**src/rtl/ebdp_pkg.sv**
```systemverilog
// Package for the balanced drive pulser: pattern kind and phase types,
// and the configuration register indexes and operation codes. No dependencies.
`default_nettype none

package ebdp_pkg;

  // Which motors a pattern drives.
  typedef enum logic [1:0] {
    KIND_NONE  = 2'd0,
    KIND_LEFT  = 2'd1,
    KIND_RIGHT = 2'd2,
    KIND_BOTH  = 2'd3
  } kind_t;

  // Phase of the running pattern, one-hot.
  typedef enum logic [3:0] {
    PH_BOUNDARY = 4'b0001,
    PH_ON       = 4'b0010,
    PH_OFF      = 4'b0100,
    PH_GAP      = 4'b1000
  } phase_t;

  // Configuration register indexes.
  localparam logic [2:0] REG_EVEN_ON    = 3'd0;
  localparam logic [2:0] REG_EVEN_OFF   = 3'd1;
  localparam logic [2:0] REG_UNEVEN_ON  = 3'd2;
  localparam logic [2:0] REG_UNEVEN_OFF = 3'd3;
  localparam logic [2:0] REG_GAP        = 3'd4;
  localparam logic [2:0] REG_AVOID      = 3'd5;

  // Operation codes of an input item.
  localparam logic OP_TICK  = 1'b0;
  localparam logic OP_START = 1'b1;

endpackage

`default_nettype wire

```
**src/rtl/encoder_balanced_drive_pulser.sv**
```systemverilog
// An accepted item's result is in the output register in the cycle after it is accepted.
// Throughput: one item per cycle; the state update is a single pass of logic
// between the input ports and the output register, which keeps accepting
// while a held result is taken in the same cycle.
// Reset (rst, synchronous): no move active, counts and timers cleared,
// configuration registers back to their defaults, no result pending.
`default_nettype none

module encoder_balanced_drive_pulser
  import ebdp_pkg::*;
#(
  parameter int STEP_BITS = 16,
  parameter int TIME_BITS = 20
) (
  input  wire logic        clk,
  input  wire logic        rst,
  // Input item channel.
  input  wire logic        in_valid,
  output logic             in_ready,
  input  wire logic        op,
  input  wire logic [19:0] duration_ms,
  input  wire logic        gate_left,
  input  wire logic        gate_right,
  input  wire logic        obstacle,
  // Result channel.
  output logic             out_valid,
  input  wire logic        out_ready,
  output logic             motor_left,
  output logic             motor_right,
  output logic             busy_res,
  output logic             done_res,
  // Configuration write channel.
  input  wire logic        cfg_valid,
  output logic             cfg_ready,
  input  wire logic [2:0]  cfg_index,
  input  wire logic [7:0]  cfg_data
);

  localparam logic [STEP_BITS-1:0] STEP_MAX = '1;
  localparam logic [TIME_BITS-1:0] TIME_MAX = '1;
  localparam int                   CMP_W    = (TIME_BITS > 20) ? TIME_BITS : 20;

  // Configuration registers.
  logic [7:0] even_on_ms, even_off_ms, uneven_on_ms, uneven_off_ms, gap_ms;
  logic       avoid_enable;

  // Move state.
  logic                 active, active_next;
  logic                 prev_left_gate, prev_right_gate;
  logic [STEP_BITS-1:0] left_steps, left_steps_next;
  logic [STEP_BITS-1:0] right_steps, right_steps_next;
  logic [TIME_BITS-1:0] elapsed_ms, elapsed_ms_next;
  logic [TIME_BITS-1:0] target_ms, target_ms_next;
  kind_t                pattern_kind, pattern_kind_next;
  phase_t               pattern_phase, pattern_phase_next;
  logic [7:0]           phase_timer, phase_timer_next;

  // Result fields computed for the item being accepted.
  logic ml_next, mr_next, busy_next, done_next;

  logic in_take;
  logic cfg_take;

  assign in_ready  = !out_valid || out_ready;
  assign in_take   = in_valid && in_ready;
  assign cfg_ready = 1'b1;
  assign cfg_take  = cfg_valid && cfg_ready;

  // Length of a phase given the on and off times of the current kind.
  function automatic logic [7:0] phase_len(phase_t ph, logic [7:0] on_len,
                                           logic [7:0] off_len, logic [7:0] gap_len);
    logic [7:0] len;
    len = 8'd0;
    unique case (ph)
      PH_ON:   len = on_len;
      PH_OFF:  len = off_len;
      PH_GAP:  len = gap_len;
      default: len = 8'd0;
    endcase
    return len;
  endfunction

  // First phase after the given one with a nonzero length, else the boundary.
  function automatic phase_t next_phase(phase_t from, logic [7:0] on_len,
                                        logic [7:0] off_len, logic [7:0] gap_len);
    phase_t nph;
    nph = PH_BOUNDARY;
    unique case (from)
      PH_BOUNDARY: begin
        if (on_len != 8'd0)       nph = PH_ON;
        else if (off_len != 8'd0) nph = PH_OFF;
        else if (gap_len != 8'd0) nph = PH_GAP;
      end
      PH_ON: begin
        if (off_len != 8'd0)      nph = PH_OFF;
        else if (gap_len != 8'd0) nph = PH_GAP;
      end
      PH_OFF: begin
        if (gap_len != 8'd0)      nph = PH_GAP;
      end
      default: nph = PH_BOUNDARY;
    endcase
    return nph;
  endfunction

  // Per-tick state update and result for one item.
  always_comb begin
    logic       blocked;
    logic       run;
    kind_t      k;
    phase_t     ph;
    logic [7:0] tmr;
    logic [7:0] on_len, off_len;

    blocked            = obstacle && avoid_enable;
    run                = 1'b0;
    k                  = pattern_kind;
    ph                 = pattern_phase;
    tmr                = phase_timer;
    on_len             = 8'd0;
    off_len            = 8'd0;
    active_next        = active;
    left_steps_next    = left_steps;
    right_steps_next   = right_steps;
    elapsed_ms_next    = elapsed_ms;
    target_ms_next     = target_ms;
    pattern_kind_next  = pattern_kind;
    pattern_phase_next = pattern_phase;
    phase_timer_next   = phase_timer;
    ml_next            = 1'b0;
    mr_next            = 1'b0;
    busy_next          = 1'b0;
    done_next          = 1'b0;

    if (op == OP_START) begin
      active_next        = 1'b1;
      left_steps_next    = '0;
      right_steps_next   = '0;
      elapsed_ms_next    = '0;
      target_ms_next     = (CMP_W'(duration_ms) > CMP_W'(TIME_MAX)) ? TIME_MAX
                                                                   : TIME_BITS'(duration_ms);
      pattern_kind_next  = KIND_NONE;
      pattern_phase_next = PH_BOUNDARY;
      phase_timer_next   = 8'd0;
      busy_next          = 1'b1;
    end else if (active) begin
      // Falling edges on the light gates count steps, saturating.
      if (prev_left_gate && !gate_left && left_steps != STEP_MAX)
        left_steps_next = left_steps + 1'b1;
      if (prev_right_gate && !gate_right && right_steps != STEP_MAX)
        right_steps_next = right_steps + 1'b1;

      run = 1'b1;
      if (pattern_phase == PH_BOUNDARY) begin
        if (elapsed_ms >= target_ms) begin
          // The move ends here; this tick does not count.
          active_next       = 1'b0;
          pattern_kind_next = KIND_NONE;
          phase_timer_next  = 8'd0;
          done_next         = 1'b1;
          run               = 1'b0;
        end else if (blocked) begin
          busy_next = 1'b1;
          run       = 1'b0;
        end else begin
          // Pick the pattern from the updated counts.
          if (left_steps_next < right_steps_next)      k = KIND_LEFT;
          else if (right_steps_next < left_steps_next) k = KIND_RIGHT;
          else                                         k = KIND_BOTH;
          pattern_kind_next = k;
        end
      end

      on_len  = (k == KIND_BOTH) ? even_on_ms : uneven_on_ms;
      off_len = (k == KIND_BOTH) ? even_off_ms : uneven_off_ms;

      if (run) begin
        busy_next = 1'b1;
        if (pattern_phase == PH_BOUNDARY) begin
          ph  = next_phase(PH_BOUNDARY, on_len, off_len, gap_ms);
          tmr = phase_len(ph, on_len, off_len, gap_ms);
        end
        if (ph == PH_BOUNDARY) begin
          // Empty pattern: one idle tick that still counts as elapsed.
          pattern_phase_next = PH_BOUNDARY;
          phase_timer_next   = 8'd0;
        end else begin
          if (ph == PH_ON && !blocked) begin
            ml_next = (k == KIND_LEFT) || (k == KIND_BOTH);
            mr_next = (k == KIND_RIGHT) || (k == KIND_BOTH);
          end
          if (tmr != 8'd0) tmr = tmr - 8'd1;
          if (tmr == 8'd0) begin
            ph  = next_phase(ph, on_len, off_len, gap_ms);
            tmr = phase_len(ph, on_len, off_len, gap_ms);
          end
          pattern_phase_next = ph;
          phase_timer_next   = tmr;
        end
        if (elapsed_ms != TIME_MAX) elapsed_ms_next = elapsed_ms + 1'b1;
      end
    end
  end

  // Configuration registers.
  always_ff @(posedge clk) begin
    if (rst) begin
      even_on_ms    <= 8'd5;
      even_off_ms   <= 8'd20;
      uneven_on_ms  <= 8'd5;
      uneven_off_ms <= 8'd5;
      gap_ms        <= 8'd1;
      avoid_enable  <= 1'b1;
    end else if (cfg_take) begin
      unique case (cfg_index)
        REG_EVEN_ON:    even_on_ms    <= cfg_data;
        REG_EVEN_OFF:   even_off_ms   <= cfg_data;
        REG_UNEVEN_ON:  uneven_on_ms  <= cfg_data;
        REG_UNEVEN_OFF: uneven_off_ms <= cfg_data;
        REG_GAP:        gap_ms        <= cfg_data;
        REG_AVOID:      avoid_enable  <= cfg_data[0];
        default: ;
      endcase
    end
  end

  // Move state, updated on each accepted transaction.
  always_ff @(posedge clk) begin
    if (rst) begin
      active          <= 1'b0;
      prev_left_gate  <= 1'b0;
      prev_right_gate <= 1'b0;
      left_steps      <= '0;
      right_steps     <= '0;
      elapsed_ms      <= '0;
      target_ms       <= '0;
      pattern_kind    <= KIND_NONE;
      pattern_phase   <= PH_BOUNDARY;
      phase_timer     <= 8'd0;
    end else if (in_take) begin
      active          <= active_next;
      prev_left_gate  <= gate_left;
      prev_right_gate <= gate_right;
      left_steps      <= left_steps_next;
      right_steps     <= right_steps_next;
      elapsed_ms      <= elapsed_ms_next;
      target_ms       <= target_ms_next;
      pattern_kind    <= pattern_kind_next;
      pattern_phase   <= pattern_phase_next;
      phase_timer     <= phase_timer_next;
    end
  end

  // Output register and its valid flag.
  always_ff @(posedge clk) begin
    if (rst) begin
      out_valid <= 1'b0;
    end else if (in_take) begin
      out_valid <= 1'b1;
    end else if (out_ready) begin
      out_valid <= 1'b0;
    end
  end

  always_ff @(posedge clk) begin
    if (in_take) begin
      motor_left  <= ml_next;
      motor_right <= mr_next;
      busy_res    <= busy_next;
      done_res    <= done_next;
    end
  end

  // A finishing result never drives a motor and never reports busy.
  a_done_quiet: assert property (@(posedge clk) disable iff (rst)
    out_valid && done_res |-> !busy_res && !motor_left && !motor_right)
    else $error("done result with motor drive or busy");

  // A motor is driven only while a move is in progress.
  a_motor_busy: assert property (@(posedge clk) disable iff (rst)
    out_valid && (motor_left || motor_right) |-> busy_res)
    else $error("motor driven without busy");

  // A start arms a fresh move with no elapsed time.
  a_start_arms: assert property (@(posedge clk) disable iff (rst)
    in_take && op == OP_START |=> active && elapsed_ms == '0 && pattern_phase == PH_BOUNDARY)
    else $error("start did not arm the move");

  // With no move active the pattern sits at its boundary.
  a_idle_boundary: assert property (@(posedge clk) disable iff (rst)
    !active |-> pattern_phase == PH_BOUNDARY)
    else $error("pattern running while idle");

endmodule

`default_nettype wire

```
**config.mk**
```make
export PLATFORM = sky130hd
export DESIGN_NAME = encoder_balanced_drive_pulser
export DESIGN_NICKNAME = d
export VERILOG_FILES = /design/src/rtl/ebdp_pkg.sv /design/src/rtl/encoder_balanced_drive_pulser.sv
export SDC_FILE = /design/constraint.sdc
export NUM_CORES = 1
export LEC_CHECK = 0
export CAP_MARGIN = 20
export CELL_PAD_IN_SITES_DETAIL_PLACEMENT = 1
export CELL_PAD_IN_SITES_GLOBAL_PLACEMENT = 1
export CORE_MARGIN = 8
export CORE_UTILIZATION = 45
export DETAILED_ROUTE_END_ITERATION = 8
export DONT_BUFFER_PORTS = 1
export GPL_TIMING_DRIVEN = 0
export PLACE_DENSITY = 0.76
export SLEW_MARGIN = 25
export SYNTH_ARGS = -nofsm -noshare
export SYNTH_HDL_FRONTEND = slang
export SYNTH_SLANG_ARGS = --single-unit
```
**constraint.sdc**
```tcl
create_clock -name clk -period 9.5 [get_ports clk]
set_input_delay 1.9 -clock clk [delete_from_list [all_inputs] [get_ports clk]]
set_output_delay 1.9 -clock clk [all_outputs]
set_load 0.02 [all_outputs]
```
Word-level counts from Yosys, hierarchy flattened:

Index checks and enable logic that the tools add are counted.

* add/subtract/negate cells: 4
* order comparisons: 4
* equal/unequal tests: 21
* mux-type cells: 85
* bitwise operators: 4
* reductions and logical operators: 41

Operator list (count)
* 16-bit 2-to-1 mux: 10
* 8-bit 2-to-1 mux: 18
* 20-bit 2-to-1 mux: 5
* 4-bit 2-to-1 mux: 21
* 8-bit case mux with 3 select lines: 2
* 16-bit by 1-bit adder with 16-bit output, second input constant: 2
* 16-bit < comparator: 2
* 16-bit != test, second input constant: 2
* 8-bit nonzero test: 4
* 20-bit by 1-bit adder with 20-bit output, second input constant: 1
* 20-bit >= comparator: 1
* 20-bit greater-than comparator, second input constant: 1
* 2-bit 2-to-1 mux: 10
* 20-bit != test, second input constant: 1
* 1-bit 2-to-1 mux: 18
* 2-bit AND reduction: 8
* 4-bit by 2-bit == test with 1-bit output, second input constant: 3
* 4-bit by 3-bit == test with 1-bit output, second input constant: 3
* 2-bit nonzero test: 5
* 4-bit by 1-bit == test with 1-bit output, second input constant: 2
* 4-bit == test, second input constant: 2
* 8-bit logical NOT: 1
* 4-bit case mux with 2 select lines: 1
* 4-bit AND reduction: 2
* 15 further kinds: 34

* register bits: 135
* input bits: 40
* output and inout port bits: 7
* logic and storage cells: 180

Longest topological paths before layout:

Gate-level depths: netlist (run 1).

* depth in word-level cells: 48
* gate-level depth with buffers: 30
* gate-level depth less buffers: 29

Worst setup path after synthesis (run 1):

OpenSTA, ideal clock, no wires.

* kind: input to register
* start point: input port gate_left
* end point: register pattern_phase[2]
* library setup time: 0.117 ns
* arrival time: 7.343 ns
* data required time: 9.383 ns
* slack: 2.040 ns
* stages: 26
* buffers on the path: 0
* path through: nand2b_1 -> a21oi_1 -> nand4_1 -> nor2_1 -> and2_1 -> nand3_1 -> nor2_1 -> xnor2_1 -> ha_1 -> nand4_1 -> nor4_1 -> o21ai_1 -> a31oi_1 -> nand4_1 -> nand2_2 -> mux2_2 -> a21oi_1 -> o211ai_1 -> o21ai_0 -> ha_1 -> nand2_1 -> or3b_1 -> a31o_1 -> a221oi_4 -> mux2i_1 -> a22o_1

* longest elaborated chain between the ends: 41
* elaborated cells on any way between the ends: 60
* classes of those cells: add/sub (1); order compare (2); eq/ne (7); mux (43); reduce/logical (7)

Ends and longest elaborated chain
* start, declared: RTL line encoder_balanced_drive_pulser.sv:22 `input wire logic gate_left,`
* 1-bit logical NOT *: RTL line encoder_balanced_drive_pulser.sv:148 `if (prev_left_gate && !gate_left && left_steps != STEP_MAX)`
* 1-bit logical AND * (2 in a row): RTL line encoder_balanced_drive_pulser.sv:148
* 16-bit 2-to-1 mux *: RTL line encoder_balanced_drive_pulser.sv:148
* 16-bit 2-to-1 mux *: RTL line encoder_balanced_drive_pulser.sv:146 `end else if (active) begin`
* 16-bit 2-to-1 mux *: RTL line encoder_balanced_drive_pulser.sv:135 `if (op == OP_START) begin`
* 16-bit < comparator: RTL line encoder_balanced_drive_pulser.sv:168 `else if (right_steps_next < left_steps_next) k = KIND_RIGHT;`
* 1-bit 2-to-1 mux: RTL line encoder_balanced_drive_pulser.sv:168
* 2-bit 2-to-1 mux *: RTL line encoder_balanced_drive_pulser.sv:167 `if (left_steps_next < right_steps_next) k = KIND_LEFT;`
* [... 24 more ...]
* 8-bit 2-to-1 mux: RTL line encoder_balanced_drive_pulser.sv:146
* 8-bit 2-to-1 mux: RTL line encoder_balanced_drive_pulser.sv:135
* 8-bit logical NOT: RTL line encoder_balanced_drive_pulser.sv:193 `if (tmr == 8'd0) begin`
* 4-bit 2-to-1 mux: RTL line encoder_balanced_drive_pulser.sv:193
* 4-bit 2-to-1 mux *: RTL line encoder_balanced_drive_pulser.sv:183 `if (ph == PH_BOUNDARY) begin`
* 4-bit 2-to-1 mux *: RTL line encoder_balanced_drive_pulser.sv:177 `if (run) begin`
* 4-bit 2-to-1 mux *: RTL line encoder_balanced_drive_pulser.sv:146
* 4-bit 2-to-1 mux *: RTL line encoder_balanced_drive_pulser.sv:135
* end signal, assigned: RTL line encoder_balanced_drive_pulser.sv:249 `pattern_phase <= pattern_phase_next;`
* end, declared: RTL line encoder_balanced_drive_pulser.sv:55 `phase_t pattern_phase, pattern_phase_next;`

Every way passes the cells marked *; elsewhere a longest branch is shown, timed or not. The select of a mux whose other input is x is not followed.
A chain may end at the register's enable or synchronous reset.

Worst setup path in the final report (run 1):

* start point: input port gate_left
* end point: register phase_timer[3]

* longest elaborated chain between the ends: 41
* elaborated cells on any way between the ends: 64
* classes of those cells: add/sub (1); order compare (2); eq/ne (10); mux (44); reduce/logical (7)

Ends and longest elaborated chain
* 1-bit logical NOT *: RTL line encoder_balanced_drive_pulser.sv:148
* 1-bit logical AND * (2 in a row): RTL line encoder_balanced_drive_pulser.sv:148
* 16-bit 2-to-1 mux *: RTL line encoder_balanced_drive_pulser.sv:148
* 16-bit 2-to-1 mux *: RTL line encoder_balanced_drive_pulser.sv:146
* 16-bit 2-to-1 mux *: RTL line encoder_balanced_drive_pulser.sv:135
* 16-bit < comparator: RTL line encoder_balanced_drive_pulser.sv:168
* 1-bit 2-to-1 mux: RTL line encoder_balanced_drive_pulser.sv:168
* 2-bit 2-to-1 mux *: RTL line encoder_balanced_drive_pulser.sv:167
* [... 24 more ...]
* 8-bit 2-to-1 mux / 4-bit 2-to-1 mux (equally long branches): RTL line encoder_balanced_drive_pulser.sv:146, encoder_balanced_drive_pulser.sv:135
* 8-bit 2-to-1 mux (tied with other cells): RTL line encoder_balanced_drive_pulser.sv:135
* 8-bit logical NOT / 8-bit case mux with 3 select lines (equally long branches): RTL line encoder_balanced_drive_pulser.sv:193, encoder_balanced_drive_pulser.sv:74
* 8-bit 2-to-1 mux: RTL line encoder_balanced_drive_pulser.sv:193
* 8-bit 2-to-1 mux *: RTL line encoder_balanced_drive_pulser.sv:183
* 8-bit 2-to-1 mux *: RTL line encoder_balanced_drive_pulser.sv:177
* 8-bit 2-to-1 mux *: RTL line encoder_balanced_drive_pulser.sv:146
* 8-bit 2-to-1 mux *: RTL line encoder_balanced_drive_pulser.sv:135
* end signal, assigned: RTL line encoder_balanced_drive_pulser.sv:250 `phase_timer <= phase_timer_next;`
* end, declared: RTL line encoder_balanced_drive_pulser.sv:56 `logic [7:0] phase_timer, phase_timer_next;`

Marked as above.

==> results.json, run 1 <==
{
  "outcome": "completed",
  "root_buffer": "clkbuf_16",
  "avgSynthCellArea_um2": 7.66,
  "rows": 48,
  "ys_seq_area_frac": 0.345,
  "track_usage": 0.231,
  "hold_start": "target_ms[19]",
  "crit_required_ps": 9840,
  "rr_endpoint": "phase_timer[3]",
  "cts_hold_buf": 0,
  "grt_use_met2": 0.371,
  "synth_area_um2": 7960,
  "syn-num-nets": 1120,
  "r2r.worst_path.cells": 28,
  "vias_per_cell": 5.82,
  "yosys_register_bits": 135,
  "cap_violations": 0,
  "busiest_layer": "met2",
  "hold_path.class": "reg2reg",
  "synth_top_cell_by_area": "dfxtp_1",
  "coreArea_um2": 17300,
  "drc": 0,
  "layout.nets": 1139,
  "die_w_um": 149,
  "clkTransAtPathRegs_ps": 60,
  "grt_pass1_vias": 7527,
  "r2r-start": "left_steps[6]",
  "clkSinkCount": 135,
  "final.min_clock_period_ps": 8600,
  "timing.final.crit_share": 0.905,
  "finalSetupTns_ps": 0,
  "yosys.area.top_type_share": 0.330,
  "dr.pass1.iters": 5,
  "port_buffers": 0,
  "ys_top_cells_by_area": "dfxtp_1, nand2_1, a21oi_1",
  "rsz0062_at_grt": "false",
  "grt_pass1_wl_um": 40900,
  "overflow": 0,
  "ys_async_sr_fraction": 0,
  "hold_path_end": "target_ms[19]",
  "grt_max_degree": 17,
  "drive_gt1_frac": 0.0560,
  "hpwl_um": 18900,
  "slew_violations": 0,
  "tightest_slew_ps": 895,
  "met1_usage": 0.306,
  "path_max_fanout": 10,
  "cts_setup_buffers": 0,
  "htreeDepth": 4,
  "yosysWarnings": 0,
  "drtIter0Drc": 396,
  "regToRegSetupSlack_ps": 1600,
  "clk_latency_ps": 430,
  "synthCells": 1039,
  "ys_types": 78,
  "die_area_um2": 22200,
  "crit_path_end_kind": "flop",
  "dr_total_vias": 7537,
  "crit_arrival_ps": 8930,
  "ant_nets": 0,
  "critical_path.startpoint_type": "input port",
  "gp_congestion": 0.876,
  "io_pins": 47,
  "wl_um": 25100,
  "die_y_um": 149,
  "antennaDiodeCount": 0,
  "finClkSkew_ps": 11.5,
  "numCtsBuffers": 17,
  "critical_path_class": "in2reg",
  "utilization": 0.511,
  "power_density_nw_per_um2": 175,
  "leakage_nw": 3.27,
  "cts_buffer_depth": 2,
  "hold_ws_ps": 454,
  "syn_to_final_growth_pct": 11.0,
  "hold_viol": 0,
  "cts_tree": "yes",
  "peakVddDrop_mv": 0.136,
  "setup_viol": 0,
  "max_freq_mhz": 116,
  "slew-limit-headroom": 0.401,
  "start_util": 0.460,
  "hold_path_depth": 2,
  "antenna_found_initial": 0,
  "met3_usage": 0.0495,
  "synth_ff_type": "dfxtp_1",
  "synth_edf_count": 4,
  "wl_per_cell_um": 19.4
}
-- logic make-up (layout without fill, tap and decap cells) --
logic type      Yosys count  in the layout  synth area share
simple gates            471            471             0.274
compound gates          247            247             0.197
flops                   135            135             0.345
buf+inv                  71            103            0.0354
xor+xnor                 49             49            0.0539
fa+ha+maj                41             41            0.0645
mux                      24             24            0.0307
other cells               1              1          0.000471
-- layer usage --
metal  part of all wire  wire length [um]
met1               0.48             12000
met2               0.46             11500
met3              0.048              1210
met4              0.014               344
met5                  0                 0
-- flip-flops by register name (all words and copies together), names as in the netlist, 2 cells and up --
| name | flops |
|---|---|
| phase_timer | 8 |
| pattern_phase | 4 |
| uneven_on_ms | 8 |
| even_on_ms | 8 |
| even_off_ms | 8 |
| gap_ms | 8 |
| uneven_off_ms | 8 |
| elapsed_ms | 20 |
| pattern_kind | 2 |
| left_steps | 16 |
| target_ms | 20 |
| right_steps | 16 |
-- power breakdown --
group,internal (mW),switching [mW],total (mW)
registers,0.582,0.0137,0.596
clock network,0.395,0.273,0.668
logic,0.102,0.180,0.282
total,1.08,0.466,1.55
-- layout by cell type, fill, tap and decap left out, drive strengths merged, types with 22 or more instances in the layout --
master,instances
a21oi,117
clkbuf,50
dfxtp,131
ha,41
inv,35
nand2,189
nand3,29
nor2,132
nor3,22
o21ai,42
xnor2,27
xor2,22
-- what timing repair did --
item	4_1_cts	5_1_grt
endpoints found under the setup margin	0	2
hold endpoints to repair	0	0
gates resized for setup	0	1
-- how the worst max path moves through the flow --
stage	cells past startpoint	from	slack (ps)	end
2_1_floorplan	26	gate_left	2040	pattern_phase[2]
3_3_place_gp	26	gate_left	300	phase_timer[4]
3_5_place_dp	26	gate_left	200	phase_timer[4]
4_1_cts	26	gate_left	610	phase_timer[3]
5_1_grt	26	gate_left	300	phase_timer[6]
6_report	26	gate_left	900	phase_timer[3]
-- cells in the mapped netlist, types with 7 or more instances --
cell / count
nand2b_1: 7
nor2_1: 132
and2_1: 8
dfxtp_1: 131
nand2_1: 187
mux2i_1: 21
o21ai_0: 37
ha_1: 41
xor2_1: 22
nor2b_1: 10
and3_1: 17
nand3b_1: 9
a21oi_1: 115
o211ai_1: 8
nand4_1: 18
nor3_1: 20
nand3_1: 29
clkbuf_1: 32
inv_1: 32
a22oi_1: 12
xnor2_1: 27
a21o_1: 13
-- critical path, cell delays in order --
cell      delay (ps)
nand2b_1         170
a21oi_2          380
nand4_1          320
nor2_1           260
and2_1           250
nand3_1          190
nor2_1           160
xnor2_1          110
ha_1             310
nand4_1          190
nor4_1           550
o21ai_1          200
a31oi_1          290
nand4_1          200
nand2_2          280
buf_2            330
mux2i_1          390
o211ai_1         190
o21ai_0          270
ha_1             290
nor3b_4          260
o211ai_2         210
or2_1            290
a221oi_4         480
nand2_2          220
o211ai_1         230
-- through the flow --
stage               power [mW]  worst slack, ps  instance area, um^2  std cells
floorplan                0.812             2040                 7960       1039
global placement         0.881              298                 8240       1264
detailed placement       0.886              196                 8240       1264
CTS                       1.55              608                 8830       1296
global route              1.61              301                 8830       1296
finish                    1.55              905                 8830       1296
-- layout make-up --
class,count,area (um^2)
Clock inverter,14,149
Multi-Input combinational cell,833,4940
Tap cell,225,282
Buffer,39,161
Clock buffer,18,439
Fill cell,2168,8460
Inverter,32,120
Sequential cell,135,2740
Power figures use the tool's default switching activity.
==> run 2: changes to the inputs <==
CORE_UTILIZATION = 40   (was 45)
PLACE_DENSITY = 0.69   (was 0.76)
clock period = 10.8 ns   (was 9.5 ns; I/O delays follow)
==> run 2 against run 1 <==
Sequential power is 12% lower. Wire length is 0.21% lower. Critical path depth stayed put. Largest power group unchanged. Count of clock-buffer cells in the layout is 2 higher. Global-route usage is 2.0 points lower.
==> results.json, run 2 (synthesis results as in run 1) <==
{
  "slew-limit-headroom": 0.411,
  "numCtsBuffers": 17,
  "final_cells": 1336,
  "die_y_um": 157,
  "post_cts_resized": 0,
  "drc": 0,
  "dr.pass1.iters": 5,
  "dp.cells": 1304,
  "antennaDiodeCount": 0,
  "wl_um": 25100,
  "share_comb_of_total_power": 0.180,
  "die_area_um2": 24700,
  "hpwl_um": 19200,
  "clkTransAtPathRegs_ps": 60,
  "finalSetupTns_ps": 0,
  "crit_path_end_kind": "flop",
  "grt_max_degree": 17,
  "critical_path_class": "in2reg",
  "vias_per_cell": 5.56,
  "r2r-start": "left_steps[6]",
  "wl_per_cell_um": 18.8,
  "antenna_found_initial": 0,
  "coreArea_um2": 19500,
  "top_regs": "elapsed_ms x20, target_ms x20",
  "path_max_fanout": 10,
  "track_usage": 0.211,
  "max_stage_delay_ps": 580,
  "cell_internal_pwr_mw": 0.965,
  "slew_violations": 0,
  "hold_viol": 0,
  "final.min_clock_period_ps": 9230,
  "htreeDepth": 4,
  "ant_nets": 0,
  "die_w_um": 157,
  "root_buffer": "clkbuf_16",
  "fillers": 2496,
  "outcome": "completed",
  "cts_buffer_depth": 2,
  "r2r.worst_path.cells": 28,
  "switching_share": 0.299,
  "tightest_slew_ps": 881,
  "drtIter0Drc": 321,
  "rows": 51,
  "port_buffers": 0,
  "regArea_um2": 2740,
  "hold_path_end": "target_ms[17]",
  "multi_input_area_um2": 4930,
  "leakage_nw": 3.29,
  "start_util": 0.408,
  "crit_top_cell": "nand4_1",
  "seq_power_share": 0.381,
  "layout.nets": 1139,
  "power.share.clock": 0.440,
  "gp_congestion": 0.829,
  "hold_path_depth": 2,
  "max_freq_mhz": 108,
  "hold_path.class": "reg2reg",
  "switching_power_mw": 0.412,
  "critical_path.startpoint_type": "input port",
  "crit_path_top_delay_cell": "a21oi_1",
  "crit_required_ps": 11140,
  "drive_gt1_frac": 0.0542,
  "syn_to_final_growth_pct": 11.8,
  "power_density_nw_per_um2": 155,
  "clk_latency_ps": 420,
  "timing.final.crit_share": 0.855,
  "rr_endpoint": "phase_timer[4]",
  "rsz0062_at_grt": "false",
  "setup_viol": 0,
  "grt_pass1_vias": 7538,
  "peakVddDrop_mv": 0.0962,
  "cts_hold_buf": 0,
  "cap_violations": 0,
  "cts_tree": "yes",
  "layout_commonest_cell": "nand2_1",
  "grt_pass1_wl_um": 40900,
  "crit_arrival_ps": 9570,
  "hold_start": "target_ms[17]",
  "finClkSkew_ps": 9.70,
  "overflow": 0,
  "clkSinkCount": 135,
  "io_pins": 47,
  "final_cell_mix": "nand2_1, nor2_1, dfxtp_1",
  "dr_total_vias": 7433,
  "regToRegSetupSlack_ps": 2570,
  "cts_setup_buffers": 0
}
-- run 2: worst max-delay path by stage --
stage | slack, ps | end | start
2_1_floorplan | 3080 | pattern_phase[2] | gate_left
3_3_place_gp | 1270 | phase_timer[4] | gate_left
3_5_place_dp | 1150 | phase_timer[4] | gate_left
4_1_cts | 1560 | phase_timer[4] | gate_left
5_1_grt | 930 | phase_timer[6] | gate_left
6_report | 1570 | phase_timer[4] | gate_left
-- run 2: worst max-delay path: cells and delay by family --
family | cells | cell delay [ps]
muxes | 1 | 390
adders and majority gates | 2 | 590
AOI/OAI and AO/OA | 8 | 2510
buffers and inverters | 1 | 330
xor gates and xnor gates | 1 | 100
and+or+nand+nor | 13 | 3480
-- run 2: power groups by stage --
stage	Combinational, mW	Clock (mW)	Sequential (mW)
after floorplan	0.183	0	0.531
after global placement	0.242	0	0.535
after detailed placement	0.245	0	0.535
after CTS	0.247	0.618	0.524
after global routing	0.272	0.639	0.525
final	0.247	0.605	0.524
-- run 2: layout make-up --
type / instances / area share
multi-input cells: 833 / 0.555
flip-flops and latches: 135 / 0.308
clock buffers: 20 / 0.0526
well taps: 265 / 0.0373
plain buffers: 39 / 0.0181
clock inverters: 12 / 0.0153
inverters: 32 / 0.0135
-- run 2: metrics by stage --
stage	setup WS, ps	instance area [um^2]	total power, mW	utilization	hold slack, ps
final	1570	8890	1.38	0.456	456
after global routing	934	8890	1.44	0.456	472
after CTS	1560	8890	1.39	0.456	457
after detailed placement	1150	8290	0.780	0.425	448
after global placement	1270	8290	0.777	0.425	440
after floorplan	3080	7960	0.714	-	432
-- run 2: per-layer routing --
metal	share of wire	track usage	vias up
li1	-	-	3682
met1	0.50	0.284	3597
met4	0.018	0.0635	0
met5	0	0	-
met2	0.44	0.336	122
met3	0.043	0.0400	32
